===== src/design/xep_pkg.sv =====
`timescale 1ns / 1ps
// ----------------------------------------------------------------------------
// xep_pkg
// Types and constants of the extended-MIDI event chunk parser.
// ----------------------------------------------------------------------------
package xep_pkg;

  // Result status codes
  localparam logic [1:0] OUT_EVENT = 2'd0;
  localparam logic [1:0] OUT_DONE  = 2'd1;
  localparam logic [1:0] OUT_ERROR = 2'd2;

  // Event kinds
  localparam logic [1:0] KIND_ON   = 2'd0;
  localparam logic [1:0] KIND_OFF  = 2'd1;
  localparam logic [1:0] KIND_PROG = 2'd2;
  localparam logic [1:0] KIND_VOL  = 2'd3;

  // Payload byte counts
  localparam logic [1:0] CNT_NOTE_ON = 2'd3;
  localparam logic [1:0] CNT_OTHER   = 2'd2;

  // Status bytes, status high nibbles, a meta type and a controller number
  localparam logic [7:0] STS_META     = 8'hFF;
  localparam logic [7:0] STS_SYSEX    = 8'hF0;
  localparam logic [7:0] STS_ESCAPE   = 8'hF7;
  localparam logic [7:0] META_TRK_END = 8'h2F;
  localparam logic [7:0] CTRL_VOLUME  = 8'h07;
  localparam logic [3:0] NIB_NOTE_OFF = 4'h8;
  localparam logic [3:0] NIB_NOTE_ON  = 4'h9;
  localparam logic [3:0] NIB_POLY_AT  = 4'hA;
  localparam logic [3:0] NIB_CTRL     = 4'hB;
  localparam logic [3:0] NIB_PROG     = 4'hC;
  localparam logic [3:0] NIB_CHAN_AT  = 4'hD;
  localparam logic [3:0] NIB_BEND     = 4'hE;

  // Most results one byte can cause
  localparam int unsigned MaxResults = 3;

  typedef struct packed {
    logic [1:0]  out_status;
    logic [31:0] event_time;
    logic [31:0] event_order;
    logic [1:0]  event_kind;
    logic [3:0]  channel;
    logic [7:0]  data_first;
    logic [7:0]  data_second;
    logic [1:0]  data_count;
    logic [31:0] event_total;
    logic        out_last;
  } result_t;

  // All results caused by one accepted byte
  typedef struct packed {
    logic [1:0]                 count;
    result_t [MaxResults-1:0]   res;
  } bundle_t;

endpackage


===== src/design/xep_ifs.sv =====
`timescale 1ns / 1ps
// ----------------------------------------------------------------------------
// xep_ifs
// Valid/ready channels for chunk bytes in and parse results out.
// ----------------------------------------------------------------------------
interface xep_in_if;
  logic       valid;
  logic       ready;
  logic [7:0] in_byte;
  logic       chunk_last;

  modport source (output valid, output in_byte, output chunk_last, input ready);
  modport sink   (input valid, input in_byte, input chunk_last, output ready);
  modport monitor (input valid, input ready, input in_byte, input chunk_last);
endinterface

interface xep_out_if;
  logic        valid;
  logic        ready;
  logic [1:0]  out_status;
  logic [31:0] event_time;
  logic [31:0] event_order;
  logic [1:0]  event_kind;
  logic [3:0]  channel;
  logic [7:0]  data_first;
  logic [7:0]  data_second;
  logic [1:0]  data_count;
  logic [31:0] event_total;
  logic        out_last;

  modport source (
    output valid, output out_status, output event_time, output event_order,
    output event_kind, output channel, output data_first, output data_second,
    output data_count, output event_total, output out_last, input ready
  );
  modport sink (
    input valid, input out_status, input event_time, input event_order,
    input event_kind, input channel, input data_first, input data_second,
    input data_count, input event_total, input out_last, output ready
  );
  modport monitor (
    input valid, input ready, input out_status, input event_time,
    input event_order, input event_kind, input channel, input data_first,
    input data_second, input data_count, input event_total, input out_last
  );
endinterface


===== src/design/xep_parse_core.sv =====
`timescale 1ns / 1ps
// ----------------------------------------------------------------------------
// xep_parse_core
// Parse state machine: one accepted byte updates the state and yields the
// bundle of results it causes, all in the same cycle.
// ----------------------------------------------------------------------------
module xep_parse_core #(
  parameter int unsigned TIME_BITS        = 32,
  parameter int unsigned LENGTH_MAX_BYTES = 4
) (
  input  logic              clk_i,
  input  logic              rst_ni,
  input  logic              fire_i,
  input  logic [7:0]        in_byte_i,
  input  logic              chunk_last_i,
  output xep_pkg::bundle_t  bundle_o
);

  localparam int unsigned TW = TIME_BITS;
  localparam int unsigned LW = 7 * LENGTH_MAX_BYTES;
  localparam int unsigned SW = $clog2(LENGTH_MAX_BYTES + 1);

  typedef enum logic [3:0] {
    PH_IDLE, PH_META_TYPE, PH_LENGTH, PH_SKIP, PH_NOTE_KEY, PH_NOTE_VEL,
    PH_NOTE_DUR, PH_ONE_DATA, PH_TWO_FIRST, PH_TWO_SECOND, PH_ENDED
  } phase_e;

  phase_e          phase_q, phase_d;
  logic [TW-1:0]   time_q, time_d;
  logic [31:0]     ord_q, ord_d;
  logic [7:0]      status_q, status_d;
  logic            meta_end_q, meta_end_d;
  logic [LW-1:0]   len_q, len_d;
  logic [SW-1:0]   seen_q, seen_d;
  logic [LW-1:0]   skip_q, skip_d;
  logic [7:0]      first_q, first_d;
  logic [7:0]      second_q, second_d;
  logic [31:0]     emit_q, emit_d;
  logic            err_q, err_d;
  logic            ended_q, ended_d;

  logic [LW-1:0]   len_step;
  logic [SW-1:0]   seen_inc;
  logic            len_over;
  logic            len_more;
  logic [TW-1:0]   off_time;
  logic            bad;
  logic [1:0]      n_res;
  xep_pkg::result_t [xep_pkg::MaxResults-1:0] res_w;

  function automatic xep_pkg::result_t make_event(
    logic [31:0] t, logic [31:0] ord, logic [1:0] kind, logic [3:0] ch,
    logic [7:0] d1, logic [7:0] d2, logic [1:0] cnt, logic [31:0] total
  );
    xep_pkg::result_t r;
    r.out_status  = xep_pkg::OUT_EVENT;
    r.event_time  = t;
    r.event_order = ord;
    r.event_kind  = kind;
    r.channel     = ch;
    r.data_first  = d1;
    r.data_second = d2;
    r.data_count  = cnt;
    r.event_total = total;
    r.out_last    = 1'b0;
    return r;
  endfunction

  // Variable-length field: shift in seven bits, check continuation
  assign len_step = (len_q << 7) | LW'(in_byte_i[6:0]);
  assign seen_inc = seen_q + SW'(1);
  assign len_over = in_byte_i[7] && (seen_inc >= SW'(LENGTH_MAX_BYTES));
  assign len_more = in_byte_i[7] && !len_over;
  assign off_time = time_q + TW'(len_step);

  // Next state and results for the accepted byte
  always_comb begin
    phase_d    = phase_q;
    time_d     = time_q;
    ord_d      = ord_q;
    status_d   = status_q;
    meta_end_d = meta_end_q;
    len_d      = len_q;
    seen_d     = seen_q;
    skip_d     = skip_q;
    first_d    = first_q;
    second_d   = second_q;
    emit_d     = emit_q;
    err_d      = err_q;
    ended_d    = ended_q;
    n_res      = 2'd0;
    res_w      = '0;
    bad        = 1'b0;

    if (fire_i && !err_q && !ended_q) begin
      unique case (phase_q)
        PH_IDLE: begin
          if (!in_byte_i[7]) begin
            time_d = time_q + TW'(in_byte_i);
          end else begin
            status_d = in_byte_i;
            len_d    = '0;
            seen_d   = '0;
            priority if (in_byte_i == xep_pkg::STS_META) begin
              phase_d = PH_META_TYPE;
            end else if (in_byte_i == xep_pkg::STS_SYSEX ||
                         in_byte_i == xep_pkg::STS_ESCAPE) begin
              phase_d = PH_LENGTH;
            end else if (in_byte_i[7:4] == xep_pkg::NIB_NOTE_ON) begin
              phase_d = PH_NOTE_KEY;
            end else if (in_byte_i[7:4] == xep_pkg::NIB_PROG ||
                         in_byte_i[7:4] == xep_pkg::NIB_CHAN_AT) begin
              phase_d = PH_ONE_DATA;
            end else if (in_byte_i[7:4] == xep_pkg::NIB_NOTE_OFF ||
                         in_byte_i[7:4] == xep_pkg::NIB_POLY_AT ||
                         in_byte_i[7:4] == xep_pkg::NIB_CTRL ||
                         in_byte_i[7:4] == xep_pkg::NIB_BEND) begin
              phase_d = PH_TWO_FIRST;
            end else begin
              err_d = 1'b1;
            end
          end
        end
        PH_META_TYPE: begin
          meta_end_d = (in_byte_i == xep_pkg::META_TRK_END);
          phase_d    = PH_LENGTH;
        end
        PH_LENGTH: begin
          len_d  = len_step;
          seen_d = seen_inc;
          if (len_over) begin
            err_d = 1'b1;
          end else if (!len_more) begin
            if (len_step != '0) begin
              skip_d  = len_step;
              phase_d = PH_SKIP;
            end else if (status_q == xep_pkg::STS_META && meta_end_q) begin
              phase_d = PH_ENDED;
              ended_d = 1'b1;
            end else begin
              ord_d   = ord_q + 32'd1;
              phase_d = PH_IDLE;
            end
          end
        end
        PH_SKIP: begin
          skip_d = skip_q - LW'(1);
          if (skip_q == LW'(1)) begin
            if (status_q == xep_pkg::STS_META && meta_end_q) begin
              phase_d = PH_ENDED;
              ended_d = 1'b1;
            end else begin
              ord_d   = ord_q + 32'd1;
              phase_d = PH_IDLE;
            end
          end
        end
        PH_NOTE_KEY: begin
          first_d = in_byte_i;
          phase_d = PH_NOTE_VEL;
        end
        PH_NOTE_VEL: begin
          second_d = in_byte_i;
          phase_d  = PH_NOTE_DUR;
        end
        PH_NOTE_DUR: begin
          len_d  = len_step;
          seen_d = seen_inc;
          if (len_over) begin
            err_d = 1'b1;
          end else if (!len_more) begin
            res_w[0] = make_event(32'(time_q), ord_q, xep_pkg::KIND_ON,
                                  status_q[3:0], first_q, second_q,
                                  xep_pkg::CNT_NOTE_ON, emit_q + 32'd1);
            res_w[1] = make_event(32'(off_time), ord_q + 32'd1,
                                  xep_pkg::KIND_OFF, status_q[3:0], first_q,
                                  8'd0, xep_pkg::CNT_OTHER, emit_q + 32'd2);
            n_res   = 2'd2;
            ord_d   = ord_q + 32'd2;
            emit_d  = emit_q + 32'd2;
            phase_d = PH_IDLE;
          end
        end
        PH_ONE_DATA: begin
          if (status_q[7:4] == xep_pkg::NIB_PROG) begin
            res_w[0] = make_event(32'(time_q), ord_q, xep_pkg::KIND_PROG,
                                  status_q[3:0], in_byte_i, 8'd0,
                                  xep_pkg::CNT_OTHER, emit_q + 32'd1);
            n_res  = 2'd1;
            emit_d = emit_q + 32'd1;
          end
          ord_d   = ord_q + 32'd1;
          phase_d = PH_IDLE;
        end
        PH_TWO_FIRST: begin
          first_d = in_byte_i;
          phase_d = PH_TWO_SECOND;
        end
        PH_TWO_SECOND: begin
          priority if (status_q[7:4] == xep_pkg::NIB_NOTE_OFF) begin
            res_w[0] = make_event(32'(time_q), ord_q, xep_pkg::KIND_OFF,
                                  status_q[3:0], first_q, 8'd0,
                                  xep_pkg::CNT_OTHER, emit_q + 32'd1);
            n_res  = 2'd1;
            emit_d = emit_q + 32'd1;
          end else if (status_q[7:4] == xep_pkg::NIB_CTRL &&
                       first_q == xep_pkg::CTRL_VOLUME) begin
            res_w[0] = make_event(32'(time_q), ord_q, xep_pkg::KIND_VOL,
                                  status_q[3:0], in_byte_i, 8'd0,
                                  xep_pkg::CNT_OTHER, emit_q + 32'd1);
            n_res  = 2'd1;
            emit_d = emit_q + 32'd1;
          end else begin
            n_res = 2'd0;
          end
          ord_d   = ord_q + 32'd1;
          phase_d = PH_IDLE;
        end
        default: begin
          phase_d = PH_ENDED;
        end
      endcase
    end

    // Last byte: final verdict, then back to reset values
    if (fire_i && chunk_last_i) begin
      bad = err_d || (phase_d != PH_IDLE && phase_d != PH_ENDED);
      res_w[n_res]            = '0;
      res_w[n_res].out_status = bad ? xep_pkg::OUT_ERROR : xep_pkg::OUT_DONE;
      res_w[n_res].event_total = bad ? 32'd0 : emit_d;
      n_res      = n_res + 2'd1;
      phase_d    = PH_IDLE;
      time_d     = '0;
      ord_d      = '0;
      status_d   = '0;
      meta_end_d = 1'b0;
      len_d      = '0;
      seen_d     = '0;
      skip_d     = '0;
      first_d    = '0;
      second_d   = '0;
      emit_d     = '0;
      err_d      = 1'b0;
      ended_d    = 1'b0;
    end

    // Flag the last result of this byte
    if (n_res != 2'd0) begin
      res_w[n_res - 2'd1].out_last = 1'b1;
    end
  end

  assign bundle_o.count = n_res;
  assign bundle_o.res   = res_w;

  // Parse state registers
  always_ff @(posedge clk_i or negedge rst_ni) begin
    if (!rst_ni) begin
      phase_q    <= PH_IDLE;
      time_q     <= '0;
      ord_q      <= '0;
      status_q   <= '0;
      meta_end_q <= 1'b0;
      len_q      <= '0;
      seen_q     <= '0;
      skip_q     <= '0;
      first_q    <= '0;
      second_q   <= '0;
      emit_q     <= '0;
      err_q      <= 1'b0;
      ended_q    <= 1'b0;
    end else if (fire_i) begin
      phase_q    <= phase_d;
      time_q     <= time_d;
      ord_q      <= ord_d;
      status_q   <= status_d;
      meta_end_q <= meta_end_d;
      len_q      <= len_d;
      seen_q     <= seen_d;
      skip_q     <= skip_d;
      first_q    <= first_d;
      second_q   <= second_d;
      emit_q     <= emit_d;
      err_q      <= err_d;
      ended_q    <= ended_d;
    end
  end

endmodule


===== src/design/xep_res_queue.sv =====
`timescale 1ns / 1ps
// ----------------------------------------------------------------------------
// xep_res_queue
// Result register: holds the bundle of one byte and hands its results out
// one per ready cycle. A new bundle loads while empty or as the last held result is taken.
// ----------------------------------------------------------------------------
module xep_res_queue (
  input  logic              clk_i,
  input  logic              rst_ni,
  input  logic              load_i,
  input  xep_pkg::bundle_t  bundle_i,
  output logic              can_load_o,
  output logic              out_valid_o,
  input  logic              out_ready_i,
  output xep_pkg::result_t  result_o
);

  logic             busy_q;
  logic [1:0]       idx_q;
  xep_pkg::bundle_t bundle_q;
  logic             out_fire;
  logic             at_end;

  assign out_fire    = busy_q && out_ready_i;
  assign at_end      = (idx_q == bundle_q.count - 2'd1);
  assign can_load_o  = !busy_q || (out_fire && at_end);
  assign out_valid_o = busy_q;
  assign result_o    = bundle_q.res[idx_q];

  // Control: busy flag and read index
  always_ff @(posedge clk_i or negedge rst_ni) begin
    if (!rst_ni) begin
      busy_q <= 1'b0;
      idx_q  <= 2'd0;
    end else if (load_i) begin
      busy_q <= 1'b1;
      idx_q  <= 2'd0;
    end else if (out_fire) begin
      if (at_end) begin
        busy_q <= 1'b0;
        idx_q  <= 2'd0;
      end else begin
        idx_q <= idx_q + 2'd1;
      end
    end
  end

  // Payload
  always_ff @(posedge clk_i) begin
    if (load_i) begin
      bundle_q <= bundle_i;
    end
  end

endmodule


===== src/design/xmi_event_parser.sv =====
`timescale 1ns / 1ps
// The first result of a byte is offered in the cycle after the byte is taken.
// Throughput: one byte per cycle while each byte gives at most one result and
//   out_o.ready stays high; a byte giving more results (at most 3) stalls the
//   input, and the next byte is taken in the cycle its last result is taken.
// Reset: rst_ni low clears all parse state and drops any pending results.
// ----------------------------------------------------------------------------
// xmi_event_parser
// Byte-serial parser of one extended-MIDI event chunk into timed events.
// ----------------------------------------------------------------------------
module xmi_event_parser #(
  parameter int unsigned TIME_BITS        = 32,
  parameter int unsigned LENGTH_MAX_BYTES = 4
) (
  input  logic       clk_i,
  input  logic       rst_ni,
  xep_in_if.sink     in_i,
  xep_out_if.source  out_o
);

  logic             in_fire;
  logic             can_load;
  xep_pkg::bundle_t bundle;
  xep_pkg::result_t result;

  assign in_i.ready = can_load;
  assign in_fire    = in_i.valid && can_load;

  // Parse state machine
  xep_parse_core #(
    .TIME_BITS        (TIME_BITS),
    .LENGTH_MAX_BYTES (LENGTH_MAX_BYTES)
  ) u_core (
    .clk_i        (clk_i),
    .rst_ni       (rst_ni),
    .fire_i       (in_fire),
    .in_byte_i    (in_i.in_byte),
    .chunk_last_i (in_i.chunk_last),
    .bundle_o     (bundle)
  );

  // Result register and serializer
  xep_res_queue u_queue (
    .clk_i       (clk_i),
    .rst_ni      (rst_ni),
    .load_i      (in_fire && (bundle.count != 2'd0)),
    .bundle_i    (bundle),
    .can_load_o  (can_load),
    .out_valid_o (out_o.valid),
    .out_ready_i (out_o.ready),
    .result_o    (result)
  );

  assign out_o.out_status  = result.out_status;
  assign out_o.event_time  = result.event_time;
  assign out_o.event_order = result.event_order;
  assign out_o.event_kind  = result.event_kind;
  assign out_o.channel     = result.channel;
  assign out_o.data_first  = result.data_first;
  assign out_o.data_second = result.data_second;
  assign out_o.data_count  = result.data_count;
  assign out_o.event_total = result.event_total;
  assign out_o.out_last    = result.out_last;

endmodule


===== src/flat_wrapper.sv =====
// flat-port wrapper written by rule: the top's interface ports become plain ports
module xmi_event_parser_flat 
#(
  parameter int unsigned TIME_BITS        = 32,
  parameter int unsigned LENGTH_MAX_BYTES = 4
)
  (clk_i, rst_ni, in_i_valid, in_i_in_byte, in_i_chunk_last, in_i_ready, out_o_valid, out_o_out_status, out_o_event_time, out_o_event_order, out_o_event_kind, out_o_channel, out_o_data_first, out_o_data_second, out_o_data_count, out_o_event_total, out_o_out_last, out_o_ready);
  xep_in_if in_i_i ();
  xep_out_if out_o_i ();
  input  logic clk_i;
  input  logic rst_ni;
  input wire logic [$bits(in_i_i.valid)-1:0] in_i_valid;
  input wire logic [$bits(in_i_i.in_byte)-1:0] in_i_in_byte;
  input wire logic [$bits(in_i_i.chunk_last)-1:0] in_i_chunk_last;
  output wire logic [$bits(in_i_i.ready)-1:0] in_i_ready;
  output wire logic [$bits(out_o_i.valid)-1:0] out_o_valid;
  output wire logic [$bits(out_o_i.out_status)-1:0] out_o_out_status;
  output wire logic [$bits(out_o_i.event_time)-1:0] out_o_event_time;
  output wire logic [$bits(out_o_i.event_order)-1:0] out_o_event_order;
  output wire logic [$bits(out_o_i.event_kind)-1:0] out_o_event_kind;
  output wire logic [$bits(out_o_i.channel)-1:0] out_o_channel;
  output wire logic [$bits(out_o_i.data_first)-1:0] out_o_data_first;
  output wire logic [$bits(out_o_i.data_second)-1:0] out_o_data_second;
  output wire logic [$bits(out_o_i.data_count)-1:0] out_o_data_count;
  output wire logic [$bits(out_o_i.event_total)-1:0] out_o_event_total;
  output wire logic [$bits(out_o_i.out_last)-1:0] out_o_out_last;
  input wire logic [$bits(out_o_i.ready)-1:0] out_o_ready;
  assign in_i_i.valid = in_i_valid;
  assign in_i_i.in_byte = in_i_in_byte;
  assign in_i_i.chunk_last = in_i_chunk_last;
  assign in_i_ready = in_i_i.ready;
  assign out_o_valid = out_o_i.valid;
  assign out_o_out_status = out_o_i.out_status;
  assign out_o_event_time = out_o_i.event_time;
  assign out_o_event_order = out_o_i.event_order;
  assign out_o_event_kind = out_o_i.event_kind;
  assign out_o_channel = out_o_i.channel;
  assign out_o_data_first = out_o_i.data_first;
  assign out_o_data_second = out_o_i.data_second;
  assign out_o_data_count = out_o_i.data_count;
  assign out_o_event_total = out_o_i.event_total;
  assign out_o_out_last = out_o_i.out_last;
  assign out_o_i.ready = out_o_ready;
  xmi_event_parser #(.TIME_BITS(TIME_BITS), .LENGTH_MAX_BYTES(LENGTH_MAX_BYTES)) u_core (.clk_i(clk_i), .rst_ni(rst_ni), .in_i(in_i_i), .out_o(out_o_i));
endmodule

===== config.mk =====
export PLATFORM = sky130hd
export DESIGN_NAME = xmi_event_parser_flat
export DESIGN_NICKNAME = d
export VERILOG_FILES = /design/src/design/xep_pkg.sv /design/src/design/xep_ifs.sv /design/src/design/xep_parse_core.sv /design/src/design/xep_res_queue.sv /design/src/design/xmi_event_parser.sv /design/src/flat_wrapper.sv
export SDC_FILE = /design/constraint.sdc
export NUM_CORES = 1
export LEC_CHECK = 0
export ABC_AREA = 1
export BUFFER_PORTS_ARGS = -buffer_cell sky130_fd_sc_hd__buf_2
export CORE_UTILIZATION = 42
export CTS_CLUSTER_SIZE = 12
export DETAILED_ROUTE_END_ITERATION = 10
export GPL_ROUTABILITY_DRIVEN = 1
export GPL_TIMING_DRIVEN = 0
export HOLD_SLACK_MARGIN = 0.1
export PLACE_DENSITY_LB_ADDON = 0.1
export SLEW_MARGIN = 10
export SYNTH_ARGS = -nofsm -noshare
export SYNTH_HDL_FRONTEND = slang
export SYNTH_HIERARCHICAL = 1
export SYNTH_SLANG_ARGS = --single-unit

===== constraint.sdc =====
create_clock -name clk_i -period 24.4 [get_ports clk_i]
set_clock_uncertainty 0.1 [all_clocks]
set_input_delay 6.1 -clock clk_i [delete_from_list [all_inputs] [get_ports clk_i]]
set_output_delay 6.1 -clock clk_i [all_outputs]
set_load 0.05 [all_outputs]

==> results.md <==
* Synth Warn # at 6
* First-pass GRT wire length at 162000 µm
* Min Tclk post-route at 12.91 ns
* Post-route ant nets at 0
* Starting DRC count in detailed routing at 2772
* Net switching power at 1.90 mW
* Filler cells at 7209
* Relative slew slack at just over 10%
* Power Total at 4.10 mW
* Static leakage at 15.1 nW
* Cts bufs inserted at 67
* Most frequent cells after synthesis: 676 x nand2_1, 570 x nor2_1, 371 x edfxtp_1, 337 x nand3_1, 326 x inv_1
* Largest net degree at the start of global routing at 86
* FF+latch count, synth at around 550
* Compound-cell area share of the yosys netlist at ~12%
* Post-synthesis mux area share at 0%
* XOR/XNOR share of the synthesized area at 2.51%
* Worst endpoint required time at 18.20 ns
* Final Hold Viols at 0
* CTS Hold Bufs at 0
* Post-synth ARST share at 32.9%
* Crit path cell chain: buf_2, nand2_1, o21ai_2, buf_2
* Most numerous cell in the Yosys netlist: nand2_1
* RePlAce Congestion at 0.962
* H-tree lvl count at 3
* Crit path DAT at ~6.7 ns
* Comb power frac at between 40 and 50%
* FF-to-FF End: u_core/u_queue/bundle_q[193]
* Initial antenna violation count at 1
* Clock-pin slew on the worst setup and hold paths at 0.05 ns
* Seq pwr share at 29.6%
* Area share of the largest cell type after synthesis at 35.5%
* WS Path Type: input pin to output port
* Total global routing overflow at 0
* CTS root buffer: clkbuf_16
* R2R cell count at 24
* Fmax at between 70 and 80 MHz
* Tightest Pin Transition at 1.34 ns
* Cell Int Power at 2.20 mW
* DP HPWL at 80400 µm
* RSZ-0062 raised after global routing: false
* EDFF count, synth at about 370
* Worst hold path type: flop to flop
* Number of port buffers at 137
* Final Setup Violations at 0
* Setup slack, reg-to-reg at about 18 ns
* Main synth FF type: edfxtp_1
* Final Cycle Share at 52.9%
* Max-cap violations at 0
* Resized Gates After CTS at 0
* Crit. Startpoint: out_o_ready
* Switching Fraction at 46.4%
* Vias in the first global route at 25901
* CTS tree: built
* Cell area after synthesis at 31400 µm²
* Via count at between 20000 and 30000
* Leading area contributor after synthesis: edfxtp_1
* Num ports at 138
* Crit end category: output port
* Post-synthesis simple-gate area fraction at between 20% and 30%
* Die Span Y at 276 µm
* Final #Nets at 4144
* WL final at 108000 µm
* Die Area at between 70000 and 80000 µm²
* Power share of the clock group at roughly a quarter
* Fin. max-slew vios at 0
* Most used cell, CP: buf_2
* Seq/Total Area, Yosys at roughly half
* Initial core utilization at 42.8%
* Placeable Area at 73500 µm²
* Adder-Cell Fraction of Synth Area at ~1.8%
* Largest family of logic cells by synthesized area: simple AND/OR/NAND/NOR gates
* Max stage delay on crit path at 0.28 ns
* Gr usage total at 28.6%
* PwrDens at 113 nW/µm²
* Fin Hold WS at a little over 0.4 ns
* Leading post-synthesis cells by cell area: edfxtp_1 35%, dfrtp_1 14%, nand2_1 8.1%
* Worst-case clock buffer depth at 3
* Avg Inst Size Synth at 8.34 µm²
* Num rows at 99
* Area Growth Syn to Fin at 15.7%
* Post-route DRC at 0
* Outcome: complete, no violations
* Post-DR wirelength/cell at 21.2 µm
* Library cells used by synthesis at 66
* Startpoint types: input pin
* Clock sink total at 553
* Layout cells sized above 1 at 13.1%
* CP max FO at 3
* Mapped Cells at 3768
* DR pass1 iterations at 6
* Clk_lat worst skew at 0.62 ns
* Postcts setup bufs at 0
* Worst VDD drop at 0.0895 mV
* Vias/cell at ~5.4
* Crit-path slowest cell: buf_2
* Worst r2r src: u_core/u_queue/idx_q[1]
* Die X at 276 µm
* CP Capture Point: in_i_ready
## state kept, by name (all words and copies together), names as in the netlist
| register | count |
|---|---|
| u_core/u_queue/bundle_q | 371 |
| u_core/u_core/err_q | 1 |
| u_core/u_core/skip_q | 28 |
| u_core/u_core/seen_q | 3 |
| u_core/u_core/status_q | 8 |
| u_core/u_core/first_q | 8 |
| u_core/u_core/meta_end_q | 1 |
| u_core/u_core/emit_q | 32 |
| u_core/u_core/second_q | 8 |
| u_core/u_core/time_q | 32 |
| u_core/u_core/ord_q | 32 |
| u_core/u_core/ended_q | 1 |
| u_core/u_queue/out_valid_o | 1 |
| u_core/u_core/phase_q | 4 |
| u_core/u_queue/idx_q | 2 |
| u_core/u_core/len_q | 21 |
## routing by layer
metal / share of wire [%] / GRT usage [%]
met4: 2.3 / 7.24
met5: 0 / 0
met1: 47 / 41.9
met3: 6.9 / 4.71
met2: 44 / 43.7
## kinds of logic (layout without fill, tap and decap cells)
kind of cell    Yosys count  in the layout
fa+ha+maj                44             44
xor+xnor                 90             90
compound gates          691            691
flops                   553            553
buf+inv                 623            900
other cells               1             99
simple gates           1766           1766
## worst max-delay path: cells and delay by family
family	cells	cell delay, ns
compound gates	1	0.17
buf+inv	2	0.35
simple gates	1	0.08
## per-stage QoR
| stage | area [µm²] | util [%] | setup TNS [ns] | cells | setup WS [ns] |
|---|---|---|---|---|---|
| floorplan | 31800 | - | 0 | 3865 | 4.66 |
| global placement | 33700 | 45.8 | -1.67 | 4961 | -0.751 |
| detailed placement | 34100 | 46.4 | 0 | 4977 | 11.48 |
| CTS | 36300 | 49.5 | 0 | 5101 | 11.48 |
| global route | 36300 | 49.5 | 0 | 5101 | 11.44 |
| finish | 36300 | 49.5 | 0 | 5102 | 11.49 |
## how the worst min path moves through the flow
stage | from | endpoint | depth (start not counted) | slack (ns)
floorplan | u_core/u_core/seen_q[0] | u_core/u_core/seen_q[0] | 1 | 0.37
global placement | u_core/u_core/ended_q | u_core/u_core/ended_q | 2 | 0.38
detailed placement | u_core/u_core/ended_q | u_core/u_core/ended_q | 2 | 0.39
CTS | u_core/u_core/ended_q | u_core/u_core/ended_q | 2 | 0.40
global route | u_core/u_core/seen_q[0] | u_core/u_core/seen_q[0] | 1 | 0.42
finish | u_core/u_core/ended_q | u_core/u_core/ended_q | 2 | 0.40
## cells in the final DEF, fill, tap and decap left out, drive strengths merged, types with 4 or more instances in the layout
master | synthesis | routed
clkbuf | 69 | 165
a21o | 8 | 8
o31ai | 10 | 10
buf | 194 | 347
nor2 | 610 | 610
xor2 | 82 | 82
xnor2 | 8 | 8
edfxtp | 371 | 371
o21ai | 455 | 455
nand3b | 6 | 6
or2 | 18 | 18
o21a | 12 | 12
o22ai | 44 | 44
a221oi | 4 | 4
bufinv | 0 | 6
nor3 | 59 | 59
inv | 355 | 359
o211ai | 25 | 25
clkinv | 4 | 20
a31oi | 6 | 6
ha | 43 | 43
dfrtp | 182 | 182
a21oi | 104 | 104
nand4 | 31 | 31
nor4 | 14 | 14
nand3 | 338 | 338
and3 | 4 | 4
conb | 1 | 98
o32ai | 5 | 5
nand2 | 680 | 680
## power by group through the flow
stage / clock network [mW] / logic, mW / registers, mW
floorplan: 0 / 1.29 / 1.22
global placement: 0 / 1.81 / 1.26
detailed placement: 0 / 1.83 / 1.23
CTS: 1.07 / 1.83 / 1.21
global route: 1.10 / 1.98 / 1.23
finish: 1.05 / 1.84 / 1.22
## final cells by class
class	instances	area, µm²	share of cell area (%)
Antenna cell	1	2.50	0.00688
Clock buffer	96	1960	5.39
Clock inverter	28	334	0.919
Sequential cell	553	15700	43.2
Buffer	264	1730	4.76
Multi-Input combinational cell	2689	13000	35.8
Inverter	359	1360	3.73
Timing Repair Buffer	153	1060	2.92
Tap cell	959	1200	3.30
(Power assumes the default switching activity.)
